**src/sv/dedup_fifo_seek_point_cache_macros.svh**
```systemverilog
// Assertion macros used by the seek point cache top level.
`ifndef DEDUP_FIFO_SEEK_POINT_CACHE_MACROS_SVH
`define DEDUP_FIFO_SEEK_POINT_CACHE_MACROS_SVH
`ifndef SYNTHESIS
// Antecedent implies consequent in the same cycle.
`define DFSPC_ASSERT_IMP(label, clk, rst_n, ante, cons) \
    label: assert property (@(posedge clk) disable iff (!(rst_n)) (ante) |-> (cons)) \
        else $error("seek point cache: same-cycle check failed");
// Antecedent implies consequent in the next cycle.
`define DFSPC_ASSERT_NEXT(label, clk, rst_n, ante, cons) \
    label: assert property (@(posedge clk) disable iff (!(rst_n)) (ante) |=> (cons)) \
        else $error("seek point cache: next-cycle check failed");
`else
`define DFSPC_ASSERT_IMP(label, clk, rst_n, ante, cons)
`define DFSPC_ASSERT_NEXT(label, clk, rst_n, ante, cons)
`endif
`endif

```
**src/sv/dfspc_pkg.sv**
```systemverilog
// Shared constants, codes and types of the seek point cache.
package dfspc_pkg;

    localparam int TABLE_ENTRIES = 128;
    localparam int OFFSET_BITS   = 48;

    localparam int TIME_W     = 31;
    localparam int PT_TIME_W  = 32;
    localparam int PT_OFF_W   = 48;
    localparam int WINDOW_W   = 16;
    localparam int COUNT_OUT_W = 8;
    localparam int OFF_W      = (OFFSET_BITS < PT_OFF_W) ? OFFSET_BITS : PT_OFF_W;
    localparam int IDX_W      = (TABLE_ENTRIES > 1) ? $clog2(TABLE_ENTRIES) : 1;
    localparam int CNT_W      = $clog2(TABLE_ENTRIES + 1);
    localparam int ENTRY_W    = TIME_W + OFF_W;
    localparam int ENTRIES_SAT = (TABLE_ENTRIES > 255) ? 255 : TABLE_ENTRIES;

    localparam logic [WINDOW_W-1:0] WINDOW_RESET = WINDOW_W'(20);

    typedef logic [1:0] t_status;
    localparam t_status ST_IGNORED = 2'd0;
    localparam t_status ST_UPDATED = 2'd1;
    localparam t_status ST_ADDED   = 2'd2;
    localparam t_status ST_EVICTED = 2'd3;

    // Commands from the controller to the datapath
    typedef struct packed {
        logic load;
        logic advance;
        logic commit_hit;
        logic commit_miss;
        logic commit_ign;
    } t_cmd;

    // Status from the datapath to the controller
    typedef struct packed {
        logic ign;
        logic hit;
        logic miss;
        logic out_free;
    } t_stat;

    // Clamp the entry count to the width of the result field
    function automatic logic [COUNT_OUT_W-1:0] count_sat(input logic [CNT_W-1:0] c);
        logic [COUNT_OUT_W-1:0] r;
        if (c > CNT_W'(255)) begin
            r = COUNT_OUT_W'(255);
        end else begin
            r = COUNT_OUT_W'(c);
        end
        return r;
    endfunction

endpackage

```
**src/sv/dfspc_ctrl.sv**
```systemverilog
// Controller of the seek point cache: sequences accept, scan and commit.
module dfspc_ctrl (
    input  logic             i_clk,
    input  logic             i_rst_n,
    input  logic             i_in_valid,
    input  dfspc_pkg::t_stat i_stat,
    output logic             o_in_ready,
    output dfspc_pkg::t_cmd  o_cmd
);
    import dfspc_pkg::*;

    localparam logic S_IDLE = 1'b0;
    localparam logic S_BUSY = 1'b1;

    logic r_state;
    logic n_state;

    // Decide the next state and the datapath command
    always_comb begin
        n_state    = r_state;
        o_cmd      = '0;
        o_in_ready = 1'b0;
        case (r_state)
            S_IDLE: begin
                o_in_ready = 1'b1;
                if (i_in_valid) begin
                    o_cmd.load = 1'b1;
                    n_state    = S_BUSY;
                end
            end
            S_BUSY: begin
                if (i_stat.ign || i_stat.hit || i_stat.miss) begin
                    // hold the decision until the result register is free
                    if (i_stat.out_free) begin
                        o_cmd.commit_ign  = i_stat.ign;
                        o_cmd.commit_hit  = i_stat.hit;
                        o_cmd.commit_miss = i_stat.miss;
                        n_state           = S_IDLE;
                    end
                end else begin
                    o_cmd.advance = 1'b1;
                end
            end
            default: begin
                n_state = S_IDLE;
            end
        endcase
    end

    // State register
    always_ff @(posedge i_clk) begin
        if (!i_rst_n) begin
            r_state <= S_IDLE;
        end else begin
            r_state <= n_state;
        end
    end

endmodule

```
**config.mk**
```make
export PLATFORM = sky130hd
export DESIGN_NAME = dfspc_ctrl
export DESIGN_NICKNAME = d
export VERILOG_FILES = /design/src/sv/dedup_fifo_seek_point_cache_macros.svh /design/src/sv/dfspc_pkg.sv /design/src/sv/dfspc_ctrl.sv
export SDC_FILE = /design/constraint.sdc
export NUM_CORES = 1
export LEC_CHECK = 0
export BUFFER_PORTS_ARGS = -buffer_cell sky130_fd_sc_hd__buf_2
export CAP_MARGIN = 10
export CORE_AREA = 2 2 39 41
export CTS_CLUSTER_DIAMETER = 40
export DETAILED_ROUTE_END_ITERATION = 10
export DIE_AREA = 0 0 41 43
export GPL_TIMING_DRIVEN = 0
export PLACE_DENSITY = 0.31
export SLEW_MARGIN = 20
export SYNTH_ARGS = -nofsm -noshare
export SYNTH_HDL_FRONTEND = slang
export SYNTH_SLANG_ARGS = --single-unit
```
**constraint.sdc**
```tcl
create_clock -name i_clk -period 1.9 [get_ports i_clk]
set_input_delay 0.38 -clock i_clk [delete_from_list [all_inputs] [get_ports i_clk]]
set_output_delay 0.38 -clock i_clk [all_outputs]
set_load 0.05 [all_outputs]
```
==> results of run 1 <==
==> kinds of logic (layout without fill, tap and decap cells) <==
logic type | after synthesis | in the layout | synth area share
compound gates | 1 | 1 | 0.0959
buf+inv | 1 | 13 | 0.0411
flops | 1 | 1 | 0.219
simple gates | 6 | 6 | 0.644
==> where the power goes <==
| part | switching [mW] | internal (mW) | leakage [nW] | total (mW) |
|---|---|---|---|---|
| Clock | 0 | 0 | 0 | 0 |
| Sequential | 0.00259 | 0.0232 | 0.00832 | 0.0258 |
| Combinational | 0.0306 | 0.0143 | 0.0851 | 0.0449 |
| Total | 0.0332 | 0.0375 | 0.0934 | 0.0707 |
==> metal layers <==
| metal | part of all wire | up-vias | global-route usage |
|---|---|---|---|
| met5 | 0 | - | 0 |
| met4 | 0 | 0 | 0 |
| met3 | 0.27 | 0 | 0.0157 |
| met2 | 0.20 | 13 | 0.0344 |
| met1 | 0.53 | 43 | 0.0730 |
| li1 | - | 57 | - |
==> layout by cell type (no fill, tap or decap) <==
cell type	Yosys	final
nor4b_4	1	1
and3_2	1	1
dfxtp_1	1	1
and3_1	2	2
buf_2	0	12
nor2b_2	1	1
o31a_1	1	1
inv_1	1	1
nor2b_1	1	1
==> worst max-delay path: stages <==
cell	delay, ps
buf_2	120
nor4b_4	290
buf_2	310
==> worst min-delay path by stage <==
| stage | from | end | slack (ps) | cells past startpoint |
|---|---|---|---|---|
| finish | i_rst_n | r_state | 610 | 2 |
| global route | i_rst_n | r_state | 630 | 2 |
| global placement | i_rst_n | r_state | 610 | 2 |
| detailed placement | i_rst_n | r_state | 610 | 2 |
| floorplan | i_rst_n | r_state | 510 | 1 |
| CTS | i_rst_n | r_state | 610 | 2 |
==> final cells by class <==
cell class | instances | area share
sequential | 1 | 0.117
multi-input combinational | 7 | 0.394
tap | 16 | 0.117
inverter | 1 | 0.0219
timing repair buffer | 12 | 0.350
==> flow_metrics.tcl, run 1 <==
set metrics [dict create \
    path_class "input port to output port" \
    largest_register_ffs 1 \
    ios 13 \
    ys_ff_latch 1 \
    yosys.area.top_type "nor4b_4" \
    crit_start "i_stat[2]" \
    place_inst 37 \
    avgSynthCellArea_um2 10.1 \
    p_leak_nw 0.0934 \
    synth_flop_cell "dfxtp_1" \
    setup_slack_ps 420 \
    cp.required_ps 1520 \
    synth_edf_count 0 \
    r2r_end "r_state" \
    grt_setup_unrepaired "no" \
    cp_max_fo 2 \
    yosys_warnings 0 \
    setup_viol 0 \
    hold_viol 0 \
    dpl_worst_slack_ps 425 \
    route.vias.total 113 \
    grt_start_max_net_pins 8 \
    yosysMostFrequentCell "and3_1" \
    insertion_delay_ps 0 \
    status "complete, no violations" \
    cts_setup_buffers 0 \
    port_buffers 12 \
    finClkSkew_ps 0 \
    arrival_ps 1100 \
    gr-total-overflow 0 \
    synth_area_um2 91.3 \
    synth_cell_type_count 8 \
    worst_pin_slew_ps 258 \
    end_kind "output port" \
    synthTopCellsByArea "nor4b_4 (26%), dfxtp_1 (22%), and3_1 (14%)" \
    synth_fp_nets 16 \
    stdcell_count 37 \
    antenna_left 0 \
    nFillCells 165 \
    period_needed_ps 1480 \
    fin_hold_ws_ps 610 \
    die_h_um 43 \
    dieArea_mm2 0.00176 \
    ctsResizeCount 0 \
    crit_end "o_cmd[3]" \
    synth_top_area_frac 0.260 \
    ys_seq_area_frac 0.219 \
    layout-drive-gt1-share 0.714 \
    largest-register "r_state" \
    dr.pass1.iters 1 \
    route.final.wire_length_um 330 \
    initial_core_util 0.0660 \
    r2r_slack_ps 990 \
    peakVddDrop_uv 149 \
    rows 14 \
    antenna_found_initial 0 \
    total_power_uw 70.7 \
    fin_tns_setup_ps 0 \
    critPathLaunchType "input port" \
    path_clk_slew_ps 0 \
    power.density_mw_per_mm2 412 \
    area_growth_pct 87.7 \
    ff2ff_path_depth 2 \
    min_path_type "input port to flip-flop" \
    via_per_inst 3.05 \
    maxCapViolations 0 \
    regArea_um2 20.0 \
    max_slew_margin 0.829 \
    dieWidth_um 41 \
    place_area_um2 171 \
    top_regs "r_state (1)" \
    grt_pass1_vias 105 \
    coreArea_mm2 0.00138 \
    place.gp.congestion 0.580 \
    synthArstFlopShare 0 \
    layout.nets 30 \
    drv_slew 0 \
    postCtsHoldBufs 0 \
    drcViolationCount 0 \
    clock.fmax_mhz 676 \
    timing.rr.start "r_state" \
    final_area_um2 171 \
    grt_pass1_wl_um 469 \
    grtUsageTotal 0.0370 \
    drtIter0Drc 0 \
    wire_per_inst_um 8.92 \
    multi_input_area_um2 67.6 \
    finalCritPeriodShare 0.779 \
    syn_inst 9 \
    antenna_cells 0 \
    postLayoutCoreUtil 0.124 \
]
Power figures use the tool's default switching activity.
==> inputs of run 2 (changes only) <==
- ABC_AREA: unset -> 1
- clock period: 1.9 -> 1.5 ns (I/O delays scaled with it)
==> run 2 against run 1 <==
  * First-iteration DRC count is the same
  * Global-route usage shrank 0.60 points
  * Die area is the same
  * Synthesized cell count up 100%
  * Highest routed layer unchanged
  * Setup slack got worse by 98 ps
==> flow_metrics.tcl, run 2 <==
set metrics [dict create \
    antenna_cells 0 \
    yosysMostFrequentCell "inv_1" \
    area_growth_pct 90.1 \
    path_class "input port to output port" \
    ys_ff_latch 1 \
    syn_inst 18 \
    place.gp.congestion 0.603 \
    clock.fmax_mhz 849 \
    peakVddDrop_uv 106 \
    cp_max_fo 2 \
    grt_start_max_net_pins 5 \
    cp.required_ps 1200 \
    synth_fp_nets 25 \
    path_clk_slew_ps 0 \
    arrival_ps 880 \
    worstSetupPathDepth 5 \
    min_path_type "input port to flip-flop" \
    r2r_end "r_state" \
    max_slew_margin 0.836 \
    end_kind "output port" \
    dieArea_mm2 0.00176 \
    wire_per_inst_um 5.78 \
    period_needed_ps 1180 \
    synth_cell_type_count 8 \
    synth_area_um2 88.8 \
    initial_core_util 0.0642 \
    maxCapViolations 0 \
    rows 14 \
    status "complete, no violations" \
    gr-total-overflow 0 \
    crit_start "i_stat[2]" \
    largest_register_ffs 1 \
    die_h_um 43 \
    crit_family "buffers and inverters" \
    pwr-share-clk 0 \
    synth_flop_cell "dfxtp_1" \
    largest-register "r_state" \
    finalCritPeriodShare 0.786 \
    top_regs "r_state (1)" \
    finClkSkew_ps 0 \
    p_sw_uw 44.4 \
    power.density_mw_per_mm2 531 \
    final_common_cell "buf_2" \
    combinationalPowerShare 0.641 \
    fin_tns_setup_ps 0 \
    place_area_um2 169 \
    dr.pass1.iters 1 \
    synth_edf_count 0 \
    synthTopCellsByCount "inv_1 (6), nor2_1 (5), nand2_1 (2)" \
    r2r_slack_ps 700 \
    coreArea_mm2 0.00138 \
    timing.rr.start "r_state" \
    dieWidth_um 41 \
    route.vias.total 126 \
    intPower_uw 45.3 \
    seq_power_share 0.359 \
    ios 13 \
    final_cell_mix "buf_2 (12), inv_1 (6), nor2_1 (5), nand2_1 (2)" \
    antenna_left 0 \
    antenna_found_initial 0 \
    synthArstFlopShare 0 \
    drv_slew 0 \
    avgSynthCellArea_um2 4.94 \
    crit_buf_inv 3 \
    critPathLaunchType "input port" \
    yosys_warnings 0 \
    p_leak_nw 0.118 \
    grt_pass1_vias 113 \
    drtIter0Drc 0 \
    postCtsHoldBufs 0 \
    grt_setup_unrepaired "no" \
    route.final.wire_length_um 266 \
    drcViolationCount 0 \
    setup_viol 0 \
    total_power_uw 89.7 \
    layout.nets 39 \
    ys_seq_area_frac 0.225 \
    swShare 0.495 \
    cpMostUsedCell "buf_2" \
    crit_slowest_cell "buf_2" \
    insertion_delay_ps 0 \
    cts_setup_buffers 0 \
    via_per_inst 2.74 \
    cpPeakStageDelay_ps 250 \
    final_area_um2 169 \
    layout-drive-gt1-share 0.467 \
    grt_pass1_wl_um 427 \
    ctsResizeCount 0 \
    crit_end "o_cmd[3]" \
    ff2ff_path_depth 3 \
    port_buffers 12 \
    hold_viol 0 \
    hpwl_um 247 \
    synth_top_area_frac 0.254 \
    yosys.area.top_type "inv_1" \
    synthTopCellsByArea "inv_1 (25%), dfxtp_1 (23%), nor2_1 (21%)" \
    worst_pin_slew_ps 248 \
    crit_path_cell_trace "buf_2 -> nor2_1 -> nand2_1 -> inv_1 -> buf_2" \
    grtUsageTotal 0.0310 \
]
[run 2: changes by cell type in the layout (fill, tap and decap cells not counted), sizes merged, moves of 2 or more]
| cell | previous run | this run |
|---|---|---|
| inv | 1 | 7 |
| nor2 | 0 | 6 |
| and3 | 3 | 0 |
| nand2 | 0 | 2 |
| nor2b | 2 | 0 |
[run 2: metal layers]
layer,vias up,share of wire,GRT usage
met4,0,0,0
met5,-,0,0
li1,75,-,-
met1,44,0.43,0.0350
met3,0,0.15,0.00524
met2,7,0.41,0.0594
[run 2: worst min path at each step]
stage | from | cells past startpoint | end | slack, ps
2_1_floorplan | i_rst_n | 2 | r_state | 410
5_1_grt | i_rst_n | 3 | r_state | 550
4_1_cts | i_rst_n | 3 | r_state | 520
3_3_place_gp | i_rst_n | 3 | r_state | 520
3_5_place_dp | i_rst_n | 3 | r_state | 520
6_report | i_rst_n | 3 | r_state | 520
[run 2: cells by family (layout without fill, tap and decap cells)]
family | Yosys count | after routing | synth area share
DFF | 1 | 1 | 0.225
buffers and inverters | 7 | 19 | 0.296
and+or+nand+nor | 8 | 8 | 0.366
AOI/OAI and AO/OA | 2 | 2 | 0.113
[run 2: tightest hold or removal path: cells and delay by family]
kind / cells / cell delay [ps]
compound gates: 1 / 30
buf+inv: 2 / 130
[run 2: cell type report]
cell class | instances | area, um2
Inverter | 7 | 26.3
Fill cell | 176 | 1210
Sequential cell | 1 | 20.0
Timing Repair Buffer | 12 | 60.1
Tap cell | 16 | 20.0
Multi-Input combinational cell | 10 | 42.5
[run 2: through the flow]
stage	hold slack, ps	setup WS (ps)	util	std cells
2_1_floorplan	409	95.7	-	18
3_3_place_gp	522	291	0.122	46
3_5_place_dp	520	300	0.122	46
4_1_cts	520	296	0.122	46
5_1_grt	548	245	0.122	46
6_report	517	322	0.122	46
[run 2: power groups by stage]
stage	Combinational, mW	Clock, mW	Sequential [mW]
5_1_grt	0.0625	0	0.0326
4_1_cts	0.0585	0	0.0323
3_3_place_gp	0.0585	0	0.0321
2_1_floorplan	0.0406	0	0.0315
6_report	0.0575	0	0.0323
3_5_place_dp	0.0584	0	0.0323
